**config.mk**
```make
export PLATFORM = sky130hd
export DESIGN_NAME = mqts_ctrl
export DESIGN_NICKNAME = d
export VERILOG_FILES = /design/src/mqts_pkg.sv /design/src/mqts_ctrl.sv
export SDC_FILE = /design/constraint.sdc
export NUM_CORES = 1
export LEC_CHECK = 0
export ABC_AREA = 1
export ABC_CLOCK_PERIOD_IN_PS = 1950
export BUFFER_PORTS_ARGS = -buffer_cell sky130_fd_sc_hd__buf_2
export CELL_PAD_IN_SITES_DETAIL_PLACEMENT = 1
export CELL_PAD_IN_SITES_GLOBAL_PLACEMENT = 2
export CORE_UTILIZATION = 20
export DETAILED_ROUTE_END_ITERATION = 10
export PLACE_DENSITY = 0.84
export SLEW_MARGIN = 5
export SYNTH_ARGS = -nofsm -noshare
export SYNTH_HDL_FRONTEND = slang
export SYNTH_SLANG_ARGS = --single-unit
```
**constraint.sdc**
```tcl
create_clock -name clk -period 1.95 [get_ports clk]
set_input_delay 0.195 -clock clk [delete_from_list [all_inputs] [get_ports clk]]
set_output_delay 0.195 -clock clk [all_outputs]
set_load 0.02 [all_outputs]
```
**src/mqts_pkg.sv**
```systemverilog
// Shared types and constants for the two-stack maximum queue.
`timescale 1ns / 1ps

package mqts_pkg;

    // Fixed widths of the channel fields
    localparam int IO_VALUE_W = 32;
    localparam int COUNT_W    = 11;

    // Command codes carried on the request channel
    typedef enum logic
    {
        OP_PUSH = 1'b0,
        OP_POP  = 1'b1
    } op_t;

    // Result error codes
    typedef enum logic [1:0]
    {
        ERR_OK        = 2'd0,
        ERR_POP_EMPTY = 2'd1,
        ERR_PUSH_FULL = 2'd2
    } err_t;

    // Commands from the controller to the datapath
    typedef struct packed
    {
        logic push;      // write the request value onto the back stack
        logic pop;       // drop the top of the front stack
        logic xfer_run;  // move back stack entries onto the front stack
        logic load_top;  // take the new front top maximum from memory
        logic emit;      // load the result register
        logic err_load;  // capture the error code below
        err_t err;
    } mqts_ctrl_t;

    // Status from the datapath to the controller
    typedef struct packed
    {
        logic empty;
        logic full;
        logic front_zero;
        logic xfer_done;
    } mqts_stat_t;

endpackage

```
**src/mqts_ctrl.sv**
```systemverilog
// Controller: sequences push, pop, stack transfer and result hand-off.
`timescale 1ns / 1ps

module mqts_ctrl import mqts_pkg::*; (
    input  logic       clk,
    input  logic       rst_n,
    input  logic       req_valid,
    output logic       req_ready,
    input  op_t        req_cmd,
    output logic       rsp_valid,
    input  logic       rsp_ready,
    input  mqts_stat_t stat,
    output mqts_ctrl_t ctrl
);

    typedef enum logic [1:0]
    {
        ST_IDLE,
        ST_XFER,
        ST_LOAD,
        ST_EMIT
    } state_t;

    state_t state_reg, state_next;
    logic   valid_reg, valid_next;
    logic   accept, slot_free;

    assign req_ready = (state_reg == ST_IDLE);
    assign accept    = req_valid && req_ready;
    assign slot_free = !valid_reg || rsp_ready;

    // Decode state and status into datapath commands
    always_comb
    begin
        ctrl       = '0;
        ctrl.err   = ERR_OK;
        state_next = state_reg;

        unique case (state_reg)
            ST_IDLE:
            begin
                if (accept)
                begin
                    ctrl.err_load = 1'b1;
                    state_next    = ST_EMIT;
                    if (req_cmd == OP_PUSH)
                    begin
                        if (stat.full)
                        begin
                            ctrl.err = ERR_PUSH_FULL;
                        end
                        else
                        begin
                            ctrl.push = 1'b1;
                        end
                    end
                    else if (stat.empty)
                    begin
                        ctrl.err = ERR_POP_EMPTY;
                    end
                    else if (stat.front_zero)
                    begin
                        state_next = ST_XFER;
                    end
                    else
                    begin
                        ctrl.pop   = 1'b1;
                        state_next = ST_LOAD;
                    end
                end
            end
            ST_XFER:
            begin
                ctrl.xfer_run = 1'b1;
                if (stat.xfer_done)
                begin
                    ctrl.pop   = 1'b1;
                    state_next = ST_LOAD;
                end
            end
            ST_LOAD:
            begin
                ctrl.load_top = 1'b1;
                state_next    = ST_EMIT;
            end
            ST_EMIT:
            begin
                if (slot_free)
                begin
                    ctrl.emit  = 1'b1;
                    state_next = ST_IDLE;
                end
            end
            default:
            begin
                state_next = ST_IDLE;
            end
        endcase
    end

    // Hold the result valid until the transaction completes
    always_comb
    begin
        if (ctrl.emit)
        begin
            valid_next = 1'b1;
        end
        else if (rsp_ready)
        begin
            valid_next = 1'b0;
        end
        else
        begin
            valid_next = valid_reg;
        end
    end

    // State and registered outputs
    always_ff @(posedge clk or negedge rst_n)
    begin
        if (!rst_n)
        begin
            state_reg <= ST_IDLE;
            valid_reg <= 1'b0;
        end
        else
        begin
            state_reg <= state_next;
            valid_reg <= valid_next;
        end
    end

    assign rsp_valid = valid_reg;

endmodule

```
# After elaboration in Yosys (flattened, before gate mapping)
# Cells that the tools add are included.
dict set report op_classes {
  eq_ne 6
  mux 27
  n_reduce_logical 6
}
# cell n
set op_table {}
lappend op_table {{2-bit 2-to-1 mux} 9}
lappend op_table {{1-bit 2-to-1 mux} 14}
lappend op_table {{2-bit one-hot mux with 4 select lines} 1}
lappend op_table {{3-bit 2-to-1 mux} 2}
lappend op_table {{2-bit equality test, second input constant} 2}
lappend op_table {{2-bit != test, second input constant} 2}
lappend op_table {{3-bit AND reduction} 1}
lappend op_table {{2-bit by 1-bit equality test with 1-bit output, second input constant} 1}
lappend op_table {{2-bit zero test} 1}
lappend op_table {{2-bit by 1-bit != test with 1-bit output, second input constant} 1}
lappend op_table {{1-bit one-hot mux with 2 select lines} 1}
lappend op_table {{2-bit nonzero test} 1}
lappend op_table {{1-bit logical AND} 1}
lappend op_table {{1-bit zero test} 1}
lappend op_table {{1-bit logical OR} 1}
dict set report totals {
  register_bits 3
  in_bits 9
  out_inout_bits 10
  elab_cells 41
}

# Depth between registers and ports, before layout
# Gate-level depths: netlist of run 1.
dict set report depth {
  depth_word 5
  depth_mapped 7
  mapped_depth_nobuf 7
}

# Worst setup path before layout of run 1
# No wires, ideal clock.
dict set report synth_path {
  kind {reg2out}
  startpoint {register state_reg[0]}
  endpoint {output ctrl[6] (netlist name)}
  t_arrival_ns 1.342
  required_ns 1.755
  slack_ns 0.413
  path_stages_with_launch 5
  n_path_buf 0
  path_cell_list {dfrtp_1 > inv_1 > ha_1 > nand2_2 > o21ai_1}
}
# item line
set synth_rtl {}
lappend synth_rtl {{start, declared} mqts_ctrl.sv:24} ;# state_t state_reg, state_next;
lappend synth_rtl {{start signal, assigned} mqts_ctrl.sv:128} ;# state_reg <= state_next;
lappend synth_rtl {{end, declared} mqts_ctrl.sv:13} ;# output mqts_ctrl_t ctrl

==> summary.txt, run 1 <==
Critical path class: flip-flop to output port
Worst R2R Setup Slack: 0.71 ns
Storage element area: 75.07 um^2
Number of max-cap violations: 0
Global-route usage over all layers: 10.45%
Die Ht: 42.10 um
Largest register FFs: 2
Share of the synthesized area in the top cell type: 23.35%
Gr busiest metal: met2
Power per cell area: 1472 nW/um^2
Leak: 0.0003060 uW
Worst Tran Pin Value: 0.2403 ns
Rows: 14
Router iterations before antenna repair: 3
Slowest cell on crit path: dfrtp_1
Sink Count: 3
Final Skew: 0.0002369 ns
Share of post-route cells with drive strength above 1: 38.89%
Dpl hpwl: 687.1 um
Setup violators final: 0
Post-Syn Nets: 63
Syn Inst Count: 50
CP bufs+invs: 2
DRC viols: 0
Routing usage on met2: 18.13%
Cells after DPL: 83
Reg-to-Reg End: state_reg[0]
Final Max Slew Viols: 0
Post-synth top area cell: dfrtp_1
Post-Syn Area: 321.6 um^2
Final WL: 825 um
Total number of vias: 364
Synthesized flop and latch total: 3
TritonCTS Buffers: 3
GP Congestion: 0.6234
Longest Clk Path Bufs: 2
Outcome: complete, no violations
Crit path time final: 1.677 ns
Worst Setup Start Kind: flip-flop
GRT overflow: 0
Final ANT Viol Nets: 0
Hold path depth: 4
WL/cell: 9.375 um
Post-cts resize count: 0
CP endpoint kind: output port
Yosys warning total: 0
VDD IR max: 0.0003989 V
Count of final hold-check violations: 0
Finished Layout Cells: 88
Antenna cells: 0
Clk_lat worst skew: 0.23 ns
Crit-path cells: inv_1 > ha_1 > nand2_2 > nor3_2 > buf_2
Slew headroom: 83.98%
Crit share post-route: 86.01%
Met1 usage: 12.43%
Port bufs: 18
Antenna violations before repair: 0
Hold_ws: 0.2293 ns
Die width: 42.10 um
Fmax: 596.2 MHz
Worst-path clk slew: 0.04 ns
Fillers: 211
CTS tree: done
Core area: 1506 um^2
R2r startpoint: state_reg[0]
Reg2Reg Depth: 6
Iteration-0 DRC Markers: 2
Met3 GRT Util: 1.293%
Area Overhead vs Synth: 43.19%
Area taken by multi-input logic gates: 197.7 um^2
Total die area: 1772 um^2
Vias in the first global route: 354
Hold_sp: rsp_ready
Crit path max-delay family: flip-flops
Worst EP arrival: 1.48 ns
Seq/Total Area, Yosys: 23.35%
I/O pin count: 19
Synth unique cells: 12
Top post-synthesis cells by area: dfrtp_1 23%, nand2_1 20%, ha_1 16%, inv_1 13%, nand2_2 7.8%
Worst Hold End: rsp_valid
Worst path max stage delay: 0.40 ns
CTS H-tree lvls: 1
Layout Nets: 86
RSZ-0062 raised after global routing: false
CP Max Fanout: 6
Syn Area/Cell: 6.431 um^2
Initial Util: 21.35%
Hold Crit Class: input pin to flip-flop
Clock tree root buffer cell: clkbuf_4
Worst endpoint required time: 1.75 ns
Setup TNS: 0 ns
First-pass GRT wire length: 1.414 mm
Drt via density: 4.136
Largest net degree at the start of global routing: 7
cells by family (layout without fill, tap and decap cells):
family,Yosys count,count (layout),share of synthesized area (%)
AND/OR/NAND/NOR,29,29,42.80
flip-flops,3,3,23.35
AO/OA/AOI/OAI,2,2,3.110
adder cells (fa/ha/maj),4,4,15.56
buffers and inverters,12,34,15.18
where the power goes:
group	internal [uW]	leakage, uW	switching, uW	total, uW
logic	154	0.000254	289	443
registers	95.3	0.0000368	30.4	126
clock network	76.7	0.0000150	31.9	109
tightest hold or removal path, delay by kind of cell:
kind,cells,cell delay (ns)
AND/OR/NAND/NOR,2,0.10
buffers and inverters,2,0.12
synthesized netlist by cell type, drive strengths merged:
cell type	count
a21oi	1
buf	1
dfrtp	3
ha	4
inv	11
nand2	21
nand3	3
nor2	3
nor3	2
o21ai	1
layout make-up:
cell class / instances / area share, %
tap: 16 / 4.348
timing repair buffer: 19 / 21.74
sequential: 3 / 16.30
multi-input combinational: 35 / 42.93
inverter: 11 / 8.967
clock buffer: 4 / 5.707
layer usage:
layer  vias to the layer above  wire length [um]
li1                        192                 -
met1                       163               356
met2                         7               424
met3                         2                27
met4                         0                17
met5                         -                 0
worst max-delay path by stage:
stage	from	end	slack, ns	cells after the start
floorplan	state_reg[0]	ctrl[6]	0.41	4
global placement	state_reg[0]	ctrl[6]	0.59	5
detailed placement	state_reg[0]	ctrl[7]	0.52	5
CTS	state_reg[0]	ctrl[7]	0.27	5
global route	state_reg[1]	ctrl[7]	0.14	5
finish	state_reg[0]	ctrl[7]	0.27	5
through the flow:
stage	util, %	cell area, um^2	setup WS [ns]	total power (uW)
after global placement	28.16	424.2	0.5885	557.7
final	30.56	460.4	0.2728	677.7
after CTS	30.56	460.4	0.2708	688.9
after global routing	30.56	460.4	0.1419	754.6
after floorplan	-	321.6	0.4134	455.0
after detailed placement	28.16	424.2	0.5221	570.9
cell usage in the layout (no fill, tap or decap), drive strengths merged:
cell         Yosys  routed
a21oi            1       1
buf              1      18
clkbuf           0       4
dfrtp            3       3
dlygate4sd3      0       1
ha               4       4
inv             11      11
nand2           21      21
nand3            3       3
nor2             3       3
nor3             2       2
o21ai            1       1
repair_timing:
action	4_1_cts	5_1_grt
endpoints found under the hold margin	3	0
hold buffers	1	0
buffers inserted	0	0
setup endpoints to repair	0	0
(Power assumes the default switching activity.)
==> inputs of run 2 (changes only) <==
--- a/config.mk
+++ b/config.mk
@@ -10,6 +10,7 @@
 export BUFFER_PORTS_ARGS = -buffer_cell sky130_fd_sc_hd__buf_2
 export CELL_PAD_IN_SITES_DETAIL_PLACEMENT = 1
 export CELL_PAD_IN_SITES_GLOBAL_PLACEMENT = 2
+export CORE_ASPECT_RATIO = 1.1
 export CORE_UTILIZATION = 20
 export DETAILED_ROUTE_END_ITERATION = 10
 export PLACE_DENSITY = 0.84
==> run 2 against run 1 <==
Net effect: combinational power is 3% lower; clock power hardly changed; via count is 1.6% lower; critical endpoint is now ctrl[6]; worst setup slack better by 0.028 ns; critical path depth stayed put; largest power group unchanged; highest routed layer is now met3.
==> summary.txt, run 2 (synthesis results as in run 1) <==
Leak: 0.0003060 uW (unchanged)
Die width: 40.23 um (-4.4%)
Antenna cells: 0 (unchanged)
Storage element area: 75.07 um^2 (unchanged)
Total die area: 1772 um^2 (about the same)
Critical Path Source: state_reg[0]
Worst path max stage delay: 0.41 ns (about the same)
Critical path class: flip-flop to output port
Outcome: complete, no violations
Worst endpoint required time: 1.75 ns (about the same)
CP endpoint kind: output port
DRC viols: 0 (unchanged)
Global-route usage over all layers: 10.97% (+0.52 points)
Reg-to-Reg End: state_reg[1]
Most common cell after layout, fill and taps aside: buf_2
Clk_lat worst skew: 0.23 ns (about the same)
Largest net degree at the start of global routing: 7 (unchanged)
Worst R2R Setup Slack: 0.75 ns (+0.04 ns)
Longest Clk Path Bufs: 2 (unchanged)
Area taken by multi-input logic gates: 197.7 um^2 (unchanged)
CP Max Fanout: 6 (unchanged)
Placed cell area: 424.2 um^2 (unchanged)
VDD IR max: 0.0003640 V (-8.7%)
Sink Count: 3 (unchanged)
Worst-path clk slew: 0.04 ns (about the same)
Die Ht: 44.06 um (+4.7%)
Largest register FFs: 2 (unchanged)
Core area: 1436 um^2 (-4.7%)
CTS tree: done
Final ANT Viol Nets: 0 (unchanged)
I/O pin count: 19 (unchanged)
Clock tree root buffer cell: clkbuf_4
CP bufs+invs: 2 (unchanged)
Number of max-cap violations: 0 (unchanged)
TritonCTS Buffers: 3 (unchanged)
Slowest cell on crit path: dfrtp_1
Hold Crit Class: input pin to flip-flop
Crit share post-route: 84.59% (-1.4 points)
Vias in the first global route: 334 (-5.6%)
GRT overflow: 0 (unchanged)
Total number of vias: 358 (-1.6%)
Reg2Reg Depth: 7 (+1)
Power per cell area: 1449 nW/um^2 (-1.6%)
Fmax: 606.2 MHz (+1.7%)
GP Congestion: 0.6826 (+9.5%)
Fillers: 198 (-6.2%)
Most frequent cells in the layout: 18 x buf_2, 17 x nand2_1, 11 x inv_1
WL/cell: 9.182 um (-2.1%)
Port bufs: 18 (unchanged)
Final WL: 808 um (-2.1%)
Antenna violations before repair: 0 (unchanged)
First-pass GRT wire length: 1.338 mm (-5.4%)
Cell area after layout: 460.4 um^2 (unchanged)
Dpl hpwl: 680.4 um (-0.98%)
RSZ-0062 raised after global routing: false
Area Overhead vs Synth: 43.19% (unchanged)
Rows: 14 (unchanged)
Worst Setup Start Kind: flip-flop
Post-cts resize count: 0 (unchanged)
Router iterations before antenna repair: 2 (-1)
Levels on crit path: 5 (unchanged)
Share of post-route cells with drive strength above 1: 38.89% (unchanged)
Crit path max-delay family: flip-flops
R2r startpoint: state_reg[0]
Crit-path cells: inv_1 > ha_1 > nand2_2 > o21ai_1 > buf_2
Setup violators final: 0 (unchanged)
Final Max Slew Viols: 0 (unchanged)
Worst EP arrival: 1.45 ns (-0.03 ns)
Crit path to: ctrl[6]
Post-CTS setup buffer count: 0 (unchanged)
Slew headroom: 84.62% (+0.64 points)
CTS H-tree lvls: 1 (unchanged)
Initial Util: 22.39% (+1.0 points)
Drt via density: 4.068 (-1.6%)
Iteration-0 DRC Markers: 4 (+2)
Layout Nets: 86 (unchanged)
Post-CTS Hold Buffers: 1 (unchanged)
Crit path time final: 1.650 ns (-0.02766 ns)
Setup TNS: 0 ns (unchanged)
Worst Tran Pin Value: 0.2308 ns (-0.009568 ns)
Count of final hold-check violations: 0 (unchanged)
Final Skew: 0.005991 ns (+0.005754 ns)
## run 2: cell counts in the layout (fill, tap and decap cells not counted)
No cell type changed its count.
## run 2: per-stage QoR
stage	util, %	std cells	total power (uW)	setup WS [ns]	hold slack (ns)
floorplan	-	50	455.0	0.4134	-0.1006
global placement	29.53	83	557.6	0.5779	-0.009098
detailed placement	29.53	83	562.7	0.5342	-0.007890
CTS	32.06	88	679.9	0.2795	0.2341
global route	32.06	88	748.9	0.2054	0.2448
finish	32.06	88	667.0	0.3004	0.2299
## run 2: layer usage
metal / part of all wire, % / GRT usage [%] / vias to the layer above
met5: 0 / 0 / -
met4: 0 / 2.000 / 0
met3: 5.1 / 6.030 / 0
met2: 49 / 17.10 / 8
met1: 46 / 13.29 / 160
li1: - / - / 190
## run 2: worst min path at each step
stage,startpoint,endpoint,slack (ns),cells after the start
4_1_cts,rsp_ready,rsp_valid,0.23,4
2_1_floorplan,rst_n,rsp_valid,-0.10,0
5_1_grt,rsp_ready,rsp_valid,0.24,4
3_5_place_dp,rst_n,rsp_valid,-0.008,1
6_report,rsp_ready,rsp_valid,0.23,4
3_3_place_gp,rst_n,rsp_valid,-0.009,1
## run 2: worst register-to-register path, delay by kind of cell (launching register included)
family	cells	cell delay [ns]
adders and majority gates	1	0.28
DFF	1	0.39
and+or+nand+nor	5	0.39
buffers and inverters	1	0.08
## run 2: power by group
group          internal, uW  total, uW  switching (uW)
Clock                  76.7        109            32.7
Sequential             95.4        127            31.6
Combinational           153        431             278
## run 2: final cells by class
| type | count | area share (%) |
|---|---|---|
| Multi-Input combinational cell | 35 | 42.93 |
| Timing Repair Buffer | 19 | 21.74 |
| Sequential cell | 3 | 16.30 |
| Inverter | 11 | 8.967 |
| Clock buffer | 4 | 5.707 |
| Tap cell | 16 | 4.348 |
==> inputs of run 3 (changes only) <==
--- a/config.mk
+++ b/config.mk
@@ -6,14 +6,14 @@
 export NUM_CORES = 1
 export LEC_CHECK = 0
 export ABC_AREA = 1
-export ABC_CLOCK_PERIOD_IN_PS = 1950
+export ABC_CLOCK_PERIOD_IN_PS = 1300
 export BUFFER_PORTS_ARGS = -buffer_cell sky130_fd_sc_hd__buf_2
 export CELL_PAD_IN_SITES_DETAIL_PLACEMENT = 1
 export CELL_PAD_IN_SITES_GLOBAL_PLACEMENT = 2
 export CORE_ASPECT_RATIO = 1.1
-export CORE_UTILIZATION = 20
+export CORE_UTILIZATION = 17
 export DETAILED_ROUTE_END_ITERATION = 10
-export PLACE_DENSITY = 0.84
+export PLACE_DENSITY = 0.77
 export SLEW_MARGIN = 5
 export SYNTH_ARGS = -nofsm -noshare
 export SYNTH_HDL_FRONTEND = slang
==> constraint.sdc (replaced) <==
create_clock -name clk -period 1.3 [get_ports clk]
set_input_delay 0.13 -clock clk [delete_from_list [all_inputs] [get_ports clk]]
set_output_delay 0.13 -clock clk [all_outputs]
set_load 0.02 [all_outputs]
==> run 3 against run 2 <==
Net effect: the flow now finishes with violations (DRC, setup timing); worst hold slack got worse by 0.068 ns; non-clock buffer count rose by 7; clock-buffer cell count did not move; global-route usage fell by 0.22 points; routed wire length rose by 18%; combinational power rose by 150%; clock power rose by 50%; core utilization rose by 1.7 points; sequential cell count did not move; critical path type unchanged; critical endpoint is now req_ready.
==> summary.txt, run 3 (synthesis results as in run 1) <==
Worst path max stage delay: 0.40 ns (about the same)
Clk_lat worst skew: 0.23 ns (about the same)
Die Ht: 47.62 um (+8.1%)
CP endpoint kind: output port
Area Overhead vs Synth: 86.77%
Slew headroom: 89.44% (+4.8 points)
Hold Crit Class: input pin to flip-flop
Crit path time final: 1.383 ns
Final Core Density: 33.71% (+1.7 points)
M1 WL: 343 um (-7.0%)
Fmax: 723.3 MHz
Slowest cell on crit path: dfrtp_1
Core area: 1782 um^2 (+24%)
Largest register FFs: 2 (unchanged)
Area taken by multi-input logic gates: 236.5 um^2 (+20%)
Port bufs: 18 (unchanged)
Clock tree root buffer cell: clkbuf_4
Metal3 WL: 48 um (+17%)
Power per cell area: 2371 nW/um^2 (+64%)
Finished Layout Cells: 97 (+10%)
Failing checks: DRC, setup timing
Hold_sp: rsp_ready
Final Power: 1424 uW (+110%)
CP most frequent cell: buf_6
Cell area after layout: 600.6 um^2 (+30%)
Worst Tran Pin Value: 0.1585 ns (-0.07228 ns)
Most frequent cells in the layout: 17 x nand2_1, 10 x buf_2, 8 x buf_4
CTS tree: done
Sink Count: 3 (unchanged)
First-pass GRT wire length: 1.538 mm (+15%)
R2r startpoint: state_reg[0]
Met2 Routed Length: 564 um (+42%)
CTS H-tree lvls: 1 (unchanged)
TritonCTS Buffers: 3 (unchanged)
Final ANT Viol Nets: 0 (unchanged)
Total die area: 2070 um^2 (+17%)
Largest net degree at the start of global routing: 6 (-1)
Setup violators final: 7 (+7)
Placed cell area: 450.4 um^2 (+6.2%)
Setup ws final: -0.08253 ns (-0.3829 ns)
Most common cell after layout, fill and taps aside: nand2_1
Count of final hold-check violations: 0 (unchanged)
Storage element area: 75.07 um^2 (unchanged)
Antenna violations before repair: 0 (unchanged)
DRC viols: 4 (+4)
VDD IR max: 0.001029 V (+180%)
RSZ-0062 raised after global routing: true
Antenna cells: 0 (unchanged)
Crit-path cells: inv_2 > ha_4 > buf_4 > buf_6 > buf_6
GP Congestion: 0.7393 (+8.3%)
Leak: 0.0003519 uW (+15%)
Worst EP arrival: 1.25 ns (-0.20 ns)
Total number of vias: 397 (+11%)
Cells after DPL: 87 (+4.8%)
Rows: 16 (+2)
Layout Nets: 93 (+8.1%)
WL/cell: 9.866 um (+7.5%)
Global-route usage over all layers: 10.75% (-0.22 points)
Final Max Slew Viols: 0 (unchanged)
Top Metal Used: met3
Share of post-route cells with drive strength above 1: 55.70% (+17 points)
Worst-path clk slew: 0.04 ns (about the same)
Number of max-cap violations: 0 (unchanged)
Final Skew: 0.0004197 ns (-0.005571 ns)
Vias in the first global route: 378 (+13%)
Iteration-0 DRC Markers: 5 (+1)
Outcome: finished, violations left
Worst endpoint required time: 1.17 ns (-0.58 ns)
Drt via density: 4.093 (+0.60%)
Longest Clk Path Bufs: 2 (unchanged)
GRT overflow: 0 (unchanged)
Final WL: 957 um (+18%)
Critical Path Source: state_reg[0]
Crit share post-route: 106.3%
Fillers: 232 (+17%)
Die width: 43.47 um (+8.0%)
Critical path class: flip-flop to output port
CP Max Fanout: 4 (-2)
I/O pin count: 19 (unchanged)
Router iterations before antenna repair: 6 (+4)
Initial Util: 18.05% (-4.3 points)
Dpl hpwl: 715.7 um (+5.2%)
Worst Setup Start Kind: flip-flop
run 3: cell types whose count changed in the layout (fill, tap and decap cells not counted), moves of 2 or more:
cell   previous run  this run
buf_4             0         8
inv_2             0         4
buf_2            18        10
ha_4              0         2
inv_1            11         7
buf_6             0         7
ha_1              4         1
run 3: stage by stage:
step	setup WS (ns)	hold slack, ns	TNS (ns)
after floorplan	-0.01796	-0.1656	-0.03592
after global placement	0.09149	-0.07151	0
after detailed placement	0.03329	-0.07387	0
after CTS	-0.08300	0.1579	-0.3528
after global routing	-0.1600	0.1682	-1.068
final	-0.08253	0.1624	-0.4235
run 3: power breakdown:
| group | internal (uW) | switching [uW] |
|---|---|---|
| Combinational | 523 | 551 |
| Clock | 115 | 47.6 |
| Sequential | 143 | 44.1 |
| Total | 781 | 643 |
run 3: per-layer routing:
layer	GRT usage [%]	up-vias
li1	-	204
met4	7.500	0
met3	2.264	0
met1	9.955	177
met5	0	-
met2	21.52	16
run 3: path summary, 6_finish.rpt:
| check | endpoint | slack (ns) | depth (start not counted) |
|---|---|---|---|
| hold reg to reg | rsp_valid | 0.53 | 2 |
| setup reg to reg | state_reg[0] | 0.07 | 8 |
| setup / recovery | req_ready | -0.08 | 5 |
| max in group asynchronous | state_reg[0] | 0.97 | 2 |
| min in group asynchronous | rsp_valid | 0.23 | 2 |
| hold / removal | rsp_valid | 0.16 | 4 |
run 3: what timing repair did:
item | in CTS | in global routing
resized for setup | 13 | 11
pin swaps | 1 | 1
hold buffers | 1 | 0
endpoints found under the setup margin | 7 | 10
hold endpoints to repair | 3 | 0
buffers inserted | 4 | 2
run 3: worst max-delay path, delay by kind of cell (launching register included):
| family | cells | cell delay (ns) |
|---|---|---|
| adder cells (fa/ha/maj) | 1 | 0.17 |
| buffers and inverters | 4 | 0.44 |
| flip-flops | 1 | 0.40 |
run 3: layout make-up:
class	instances	share of cell area, %
Sequential cell	3	12.50
Clock buffer	4	4.375
Tap cell	18	3.750
Timing Repair Buffer	26	33.13
Multi-Input combinational cell	35	39.38
Inverter	11	6.875
